[config.mk]
export PLATFORM = sky130hd
export DESIGN_NAME = sha256_stream_hasher_core
export DESIGN_NICKNAME = d
export VERILOG_FILES = /design/src/hw/rtl/sha256_pkg.sv /design/src/hw/rtl/sha256_stream_hasher_core.sv
export SDC_FILE = /design/constraint.sdc
export NUM_CORES = 2
export LEC_CHECK = 0
export ABC_AREA = 1
export BUFFER_PORTS_ARGS = -buffer_cell sky130_fd_sc_hd__buf_2
export CORE_MARGIN = 2
export CORE_UTILIZATION = 60
export CTS_CLUSTER_DIAMETER = 50
export CTS_CLUSTER_SIZE = 30
export DETAILED_ROUTE_END_ITERATION = 12
export HOLD_SLACK_MARGIN = 0.08
export PLACE_DENSITY = 0.76
export SYNTH_ARGS = -nofsm -noshare
export SYNTH_HDL_FRONTEND = slang
export SYNTH_SLANG_ARGS = --single-unit
export TNS_END_PERCENT = 100
[constraint.sdc]
create_clock -name clk -period 21.7 [get_ports clk]
set_input_delay 4.34 -clock clk [delete_from_list [all_inputs] [get_ports clk]]
set_output_delay 4.34 -clock clk [all_outputs]
set_load 0.05 [all_outputs]
[src/hw/rtl/sha256_pkg.sv]
// ----------------------------------------------------------------------------
// sha256_pkg
// Round constants, initial hash values, padding constants and controller states of the hasher.
// ----------------------------------------------------------------------------
package sha256_pkg;

	typedef enum logic [2:0] {
		ST_IDLE,
		ST_LOAD,
		ST_ROUND,
		ST_FOLD,
		ST_PAD,
		ST_EMIT
	} state_t;

	localparam logic [7:0] PAD_BYTE = 8'h80;
	localparam logic [5:0] LEN_POS  = 6'd56;

	localparam logic [31:0] IV [8] = '{
		32'h6a09e667, 32'hbb67ae85, 32'h3c6ef372, 32'ha54ff53a,
		32'h510e527f, 32'h9b05688c, 32'h1f83d9ab, 32'h5be0cd19
	};

	localparam logic [31:0] RC [64] = '{
		32'h428a2f98, 32'h71374491, 32'hb5c0fbcf, 32'he9b5dba5,
		32'h3956c25b, 32'h59f111f1, 32'h923f82a4, 32'hab1c5ed5,
		32'hd807aa98, 32'h12835b01, 32'h243185be, 32'h550c7dc3,
		32'h72be5d74, 32'h80deb1fe, 32'h9bdc06a7, 32'hc19bf174,
		32'he49b69c1, 32'hefbe4786, 32'h0fc19dc6, 32'h240ca1cc,
		32'h2de92c6f, 32'h4a7484aa, 32'h5cb0a9dc, 32'h76f988da,
		32'h983e5152, 32'ha831c66d, 32'hb00327c8, 32'hbf597fc7,
		32'hc6e00bf3, 32'hd5a79147, 32'h06ca6351, 32'h14292967,
		32'h27b70a85, 32'h2e1b2138, 32'h4d2c6dfc, 32'h53380d13,
		32'h650a7354, 32'h766a0abb, 32'h81c2c92e, 32'h92722c85,
		32'ha2bfe8a1, 32'ha81a664b, 32'hc24b8b70, 32'hc76c51a3,
		32'hd192e819, 32'hd6990624, 32'hf40e3585, 32'h106aa070,
		32'h19a4c116, 32'h1e376c08, 32'h2748774c, 32'h34b0bcb5,
		32'h391c0cb3, 32'h4ed8aa4a, 32'h5b9cca4f, 32'h682e6ff3,
		32'h748f82ee, 32'h78a5636f, 32'h84c87814, 32'h8cc70208,
		32'h90befffa, 32'ha4506ceb, 32'hbef9a3f7, 32'hc67178f2
	};

endpackage

[src/hw/rtl/sha256_stream_hasher_core.sv]
// ----------------------------------------------------------------------------
// sha256_stream_hasher_core
// Byte-serial SHA-256: block buffer in a word memory, one round per cycle.
// ----------------------------------------------------------------------------
// A byte that does not fill a block leaves the core ready for the next byte; a
// byte that fills the block is followed by 16 word loads, 64 rounds and a fold.
// End of message: one or two padded blocks with zero fill, each loaded,
// rounded and folded, then eight digest words, one per cycle as the output
// side takes them; no byte is taken while the single round unit hashes a block.
// Reset returns the initial hash and an empty block; no clearing pass.
module sha256_stream_hasher_core (
	input  logic        clk,
	input  logic        arst_n,
	input  logic        s_tvalid,
	output logic        s_tready,
	input  logic [7:0]  s_tdata,   // data_byte
	input  logic [1:0]  s_tuser,   // has_byte, end_of_message
	output logic        m_tvalid,
	input  logic        m_tready,
	output logic [39:0] m_tdata,   // digest_word, word_index, zero fill
	output logic        m_tlast    // last_word
);

	sha256_pkg::state_t state_q, state_d;

	logic [31:0] buf_mem [16];
	logic [31:0] rd_s1;
	logic [3:0]  rd_addr;
	logic        wr_en;
	logic [3:0]  wr_addr;
	logic [31:0] wr_data;

	logic [31:0] h_q [8];
	logic [31:0] v_q [8];
	logic [31:0] w_q [16];
	logic [31:0] part_q;
	logic [5:0]  fill_q;
	logic [60:0] cnt_q;
	logic [6:0]  step_q;
	logic        end_q;
	logic        fin_q;
	logic        len_q;
	logic [2:0]  out_q;

	logic        take;
	logic [5:0]  pos;
	logic [31:0] merged;
	logic [31:0] wt, s0, s1, t1, t2, e, a;
	logic [63:0] bits;

	assign take     = s_tvalid && s_tready;
	assign s_tready = (state_q == sha256_pkg::ST_IDLE);
	assign pos      = fill_q;
	assign bits     = {cnt_q, 3'b000};

	always_comb begin
		merged = part_q;
		case (pos[1:0])
			2'd0: merged[31:24] = s_tdata;
			2'd1: merged[23:16] = s_tdata;
			2'd2: merged[15:8]  = s_tdata;
			default: merged[7:0] = s_tdata;
		endcase
	end

	always_ff @(posedge clk) begin
		if (wr_en) begin
			buf_mem[wr_addr] <= wr_data;
		end
		rd_s1 <= buf_mem[rd_addr];
	end

	always_comb begin
		wt = w_q[0];
		s0 = {w_q[1][6:0], w_q[1][31:7]} ^ {w_q[1][17:0], w_q[1][31:18]} ^ (w_q[1] >> 3);
		s1 = {w_q[14][16:0], w_q[14][31:17]} ^ {w_q[14][18:0], w_q[14][31:19]}
			^ (w_q[14] >> 10);
		e  = v_q[4];
		a  = v_q[0];
		t1 = v_q[7] + ({e[5:0], e[31:6]} ^ {e[10:0], e[31:11]} ^ {e[24:0], e[31:25]})
			+ ((e & v_q[5]) ^ (~e & v_q[6])) + sha256_pkg::RC[step_q[5:0]] + wt;
		t2 = ({a[1:0], a[31:2]} ^ {a[12:0], a[31:13]} ^ {a[21:0], a[31:22]})
			+ ((a & v_q[1]) ^ (a & v_q[2]) ^ (v_q[1] & v_q[2]));
	end

	always_comb begin
		state_d = state_q;
		wr_en   = 1'b0;
		wr_addr = pos[5:2];
		wr_data = merged;
		rd_addr = step_q[3:0];
		case (state_q)
			sha256_pkg::ST_IDLE: begin
				if (take && s_tuser[0]) begin
					wr_en = 1'b1;
					if (pos == 6'd63) begin
						state_d = sha256_pkg::ST_LOAD;
					end else if (s_tuser[1]) begin
						state_d = sha256_pkg::ST_PAD;
					end
				end else if (take && s_tuser[1]) begin
					state_d = sha256_pkg::ST_PAD;
				end
				rd_addr = 4'd0;
			end
			sha256_pkg::ST_PAD: begin
				wr_en   = 1'b1;
				wr_addr = pos[5:2];
				if (len_q) begin
					wr_data = (pos[5:2] == 4'd14) ? bits[63:32] : bits[31:0];
				end else if (fin_q) begin
					wr_data = 32'd0;
				end else begin
					wr_data = part_q;
					case (pos[1:0])
						2'd0: wr_data = {sha256_pkg::PAD_BYTE, 24'd0};
						2'd1: wr_data = {part_q[31:24], sha256_pkg::PAD_BYTE, 16'd0};
						2'd2: wr_data = {part_q[31:16], sha256_pkg::PAD_BYTE, 8'd0};
						default: wr_data = {part_q[31:8], sha256_pkg::PAD_BYTE};
					endcase
				end
				if (pos[5:2] == 4'd15) begin
					state_d = sha256_pkg::ST_LOAD;
				end else if (!len_q && fin_q && pos == 6'd52) begin
					state_d = sha256_pkg::ST_PAD;
				end
				rd_addr = 4'd0;
			end
			sha256_pkg::ST_LOAD: begin
				if (step_q == 7'd16) begin
					state_d = sha256_pkg::ST_ROUND;
				end
			end
			sha256_pkg::ST_ROUND: begin
				if (step_q == 7'd63) begin
					state_d = sha256_pkg::ST_FOLD;
				end
			end
			sha256_pkg::ST_FOLD: begin
				if (len_q) begin
					state_d = sha256_pkg::ST_EMIT;
				end else if (fin_q || end_q) begin
					state_d = sha256_pkg::ST_PAD;
				end else begin
					state_d = sha256_pkg::ST_IDLE;
				end
			end
			sha256_pkg::ST_EMIT: begin
				if (m_tready && out_q == 3'd7) begin
					state_d = sha256_pkg::ST_IDLE;
				end
			end
			default: state_d = sha256_pkg::ST_IDLE;
		endcase
	end

	always_ff @(posedge clk or negedge arst_n) begin
		if (!arst_n) begin
			state_q <= sha256_pkg::ST_IDLE;
			fill_q  <= '0;
			cnt_q   <= '0;
			step_q  <= '0;
			end_q   <= 1'b0;
			fin_q   <= 1'b0;
			len_q   <= 1'b0;
			out_q   <= '0;
			for (int i = 0; i < 8; i++) begin
				h_q[i] <= sha256_pkg::IV[i];
			end
		end else begin
			state_q <= state_d;
			case (state_q)
				sha256_pkg::ST_IDLE: begin
					step_q <= '0;
					if (take) begin
						end_q <= s_tuser[1];
						fin_q <= 1'b0;
						len_q <= 1'b0;
						if (s_tuser[0]) begin
							fill_q <= pos + 6'd1;
							cnt_q  <= cnt_q + 61'd1;
						end
					end
				end
				sha256_pkg::ST_PAD: begin
					step_q <= '0;
					if (len_q) begin
						fill_q <= pos + 6'd4;
					end else if (fin_q) begin
						fill_q <= pos + 6'd4;
						if (pos == 6'd52) begin
							len_q <= 1'b1;
						end
					end else begin
						fin_q  <= 1'b1;
						fill_q <= {pos[5:2], 2'b00} + 6'd4;
						if (pos >= sha256_pkg::LEN_POS) begin
							len_q <= 1'b0;
						end else if (pos[5:2] == 4'd13) begin
							len_q <= 1'b1;
						end
					end
				end
				sha256_pkg::ST_LOAD: begin
					step_q <= step_q + 7'd1;
					if (step_q != 7'd0) begin
						w_q[step_q[3:0] - 4'd1] <= rd_s1;
					end
					if (step_q == 7'd16) begin
						step_q <= '0;
						for (int i = 0; i < 8; i++) begin
							v_q[i] <= h_q[i];
						end
					end
				end
				sha256_pkg::ST_ROUND: begin
					step_q <= step_q + 7'd1;
					for (int i = 0; i < 15; i++) begin
						w_q[i] <= w_q[i + 1];
					end
					w_q[15] <= s1 + w_q[9] + s0 + w_q[0];
					v_q[7] <= v_q[6];
					v_q[6] <= v_q[5];
					v_q[5] <= v_q[4];
					v_q[4] <= v_q[3] + t1;
					v_q[3] <= v_q[2];
					v_q[2] <= v_q[1];
					v_q[1] <= v_q[0];
					v_q[0] <= t1 + t2;
				end
				sha256_pkg::ST_FOLD: begin
					for (int i = 0; i < 8; i++) begin
						h_q[i] <= h_q[i] + v_q[i];
					end
					fill_q <= '0;
					out_q  <= '0;
				end
				sha256_pkg::ST_EMIT: begin
					if (m_tready) begin
						out_q <= out_q + 3'd1;
						if (out_q == 3'd7) begin
							for (int i = 0; i < 8; i++) begin
								h_q[i] <= sha256_pkg::IV[i];
							end
							fill_q <= '0;
							cnt_q  <= '0;
							end_q  <= 1'b0;
							fin_q  <= 1'b0;
							len_q  <= 1'b0;
						end
					end
				end
				default: step_q <= '0;
			endcase
		end
	end

	// hold the partial word of the block for byte merging
	always_ff @(posedge clk) begin
		if (take && s_tuser[0]) begin
			part_q <= (pos[1:0] == 2'd3) ? 32'd0 : merged;
		end else if (state_q == sha256_pkg::ST_PAD) begin
			part_q <= 32'd0;
		end
	end

	assign m_tvalid = (state_q == sha256_pkg::ST_EMIT);
	assign m_tdata  = {5'd0, out_q, h_q[out_q]};
	assign m_tlast  = (out_q == 3'd7);

endmodule
==> metrics <==
Mapped Cells=11700; Req. time, crit path=22270 ps; RSZ-0062 raised after global routing=no; CP Launch Type=flip-flop; die area=0.173 mm2; Post-Syn Area=0.102 mm2; initial antenna violation count=14; 1st-iter DRT viols=14100; sequential area share after synthesis=47.9%; Resized Gates After CTS=0; Final min period=9400 ps; final count of hold timing violations=0; initial core utilization=60.6%; Worst-path clk slew=70 ps; worst-path maximum fanout=13; crit share post-route=43.3%; worst-margin pin slew=1530 ps; Critical-path top delay cell=a2111oi_1; Die Y=415 um; layout cell share with drive strength beyond 1=6.10%; H-tree Lvls=4; final slew viol count=4; Yosys Warn Count=0; status=complete, but fails checks; multi-input logic area=0.0466 mm2; Arr. time, crit path=9970 ps; clk root buf=clkbuf_16; kind of critical path=reg2reg; Slew headroom=-2.33%; hold_buf cts=0; WL final=392000 um; IO Count=57; gr usage total=44.5%; Yosys cell types=66; vias in the first global route=85500; TritonCTS buffer count=156; Final GP Congestion=1.11; Area Overhead vs Synth=7.98%; worst hold slack=500 ps; Final ANT Viol Nets=0; max cap viols=1; Layout Nets=12100; failing checks=max-capacitance violations, max-slew violations; final clock skew=54.4 ps; DR pass1 iterations=10; via count=90400; Hold WC Path Type=reg2reg; CP most frequent cell=nand2_1; clk sinks=1683; via/cell ratio=6.51; Post-CTS Setup Bufs=0; CTS tree=built; syn_area_per_cell=8.69 um2; clock tree buffer depth=3; CP max stage delay=1170 ps; Die Wd=415 um; Worst Setup End Kind=flip-flop; largest net degree at the start of global routing=228; Top FF cell, synth=edfxtp_1; Fmax=106 MHz; row count=150; Register Area=0.0487 mm2; Port Buf Inserts=51; Total Neg Setup Slack=0 ps; clk_lat worst skew=880 ps; first-pass GRT wire length=565000 um; grt ovf=0; Post-synth EDFFs=1312; DR WL/cell=28.2 um; post-DP HPWL=286000 um; final setup fails=0; asr flop ratio synth=20.1%; Core ar.=0.168 mm2; flop and latch count out of synthesis=1683; DRC viols=0; number of fill cells=13500
==> layout by cell type, fill, tap and decap left out, types with 159 or more instances in the layout <==
cell / Yosys / layout
fa_1: 195 / 195
xor2_1: 235 / 235
nor2_1: 1177 / 1163
o21ai_0: 1148 / 1123
nand2_1: 2764 / 2762
xnor2_1: 167 / 167
a21oi_1: 774 / 774
ha_1: 408 / 408
clkbuf_16: 0 / 159
inv_1: 1211 / 1206
edfxtp_1: 1312 / 1312
dfrtp_1: 203 / 199
nand3_1: 341 / 341
==> worst max-delay path, delay by kind of cell, from the launching register on <==
family,cells,cell delay [ps]
fa+ha+maj,7,3140
simple gates,15,1880
xor+xnor,1,290
buf+inv,6,910
flops,1,740
compound gates,7,2160
==> logic make-up after synthesis <==
| group | share of synthesized area [%] |
|---|---|
| xor gates and xnor gates | 3.47 |
| buffers and inverters | 6.47 |
| muxes | 0.0591 |
| AOI/OAI and AO/OA | 14.9 |
| and+or+nand+nor | 18.3 |
| adders and majority gates | 8.89 |
| other | 0.00369 |
| DFF | 47.9 |
==> state kept, by name (all words and copies together) (netlist names), 6 cells and up <==
signal	flops
cnt_q	61
h_q	256
buf_mem	512
step_q	7
part_q	32
rd_s1	32
fill_q	6
w_q	512
v_q	256
==> Yosys cell counts (40+ instances only) <==
| master | count | area share (%) |
|---|---|---|
| nand2_1 | 2764 | 10 |
| edfxtp_1 | 1312 | 39 |
| inv_1 | 1211 | 4.5 |
| nor2_1 | 1177 | 4.4 |
| o21ai_0 | 1148 | 5.7 |
| a21oi_1 | 774 | 3.8 |
| ha_1 | 408 | 5.0 |
| clkbuf_1 | 360 | 1.3 |
| nand3_1 | 341 | 1.7 |
| xor2_1 | 235 | 2.0 |
| dfrtp_1 | 203 | 5.0 |
| fa_1 | 195 | 3.8 |
| xnor2_1 | 167 | 1.4 |
| dfstp_2 | 136 | 3.5 |
| nor3_1 | 133 | 0.66 |
| o22ai_1 | 124 | 0.76 |
| nand4_1 | 121 | 0.75 |
| buf_2 | 100 | 0.49 |
| o311ai_0 | 96 | 0.83 |
| o211ai_1 | 72 | 0.53 |
| o21bai_1 | 65 | 0.48 |
| a31oi_1 | 57 | 0.35 |
| a21o_1 | 52 | 0.38 |
| o32ai_1 | 40 | 0.34 |
==> metal layers <==
| metal | track usage [%] | part of all wire, % | vias up |
|---|---|---|---|
| li1 | - | - | 39400 |
| met1 | 58.3 | 36 | 42900 |
| met2 | 64.7 | 42 | 6611 |
| met3 | 13.7 | 14 | 1452 |
| met4 | 27.1 | 7.6 | 14 |
| met5 | 0.306 | 0.040 | - |
==> metrics by stage <==
| step | worst slack [ps] | instances | area [um2] | utilization [%] |
|---|---|---|---|---|
| after global routing | 11940 | 13900 | 110000 | 65.4 |
| after CTS | 12560 | 13900 | 110000 | 65.4 |
| after detailed placement | 12630 | 13600 | 104000 | 62.0 |
| after global placement | 12630 | 13600 | 104000 | 62.0 |
| final | 12300 | 13900 | 110000 | 65.4 |
| after floorplan | 10520 | 11700 | 102000 | - |
==> final timing paths <==
check | startpoint | to | slack [ps] | cells past startpoint
max | step_q[1] | v_q[0][31] | 12300 | 36
min | h_q[142] | h_q[142] | 500 | 2
max reg2reg | step_q[1] | v_q[0][31] | 12300 | 36
min reg2reg | h_q[142] | h_q[142] | 500 | 2
max in group asynchronous | arst_n | out_q[0] | 16060 | 3
min in group asynchronous | arst_n | h_q[87] | 3410 | 1
==> area by class of cell <==
class                      count  share of cell area (%)
clock inverter               131                    1.57
sequential                  1683                    44.4
antenna                        9                  0.0205
tap                         2204                    2.51
clock buffer                 163                    3.64
timing repair buffer         170                    1.09
multi-input combinational   8295                    42.5
inverter                    1225                    4.22
Power is left out: the tool's default activity adds up to more than one toggle a clock period on the data nets, which glitch-free logic cannot reach.
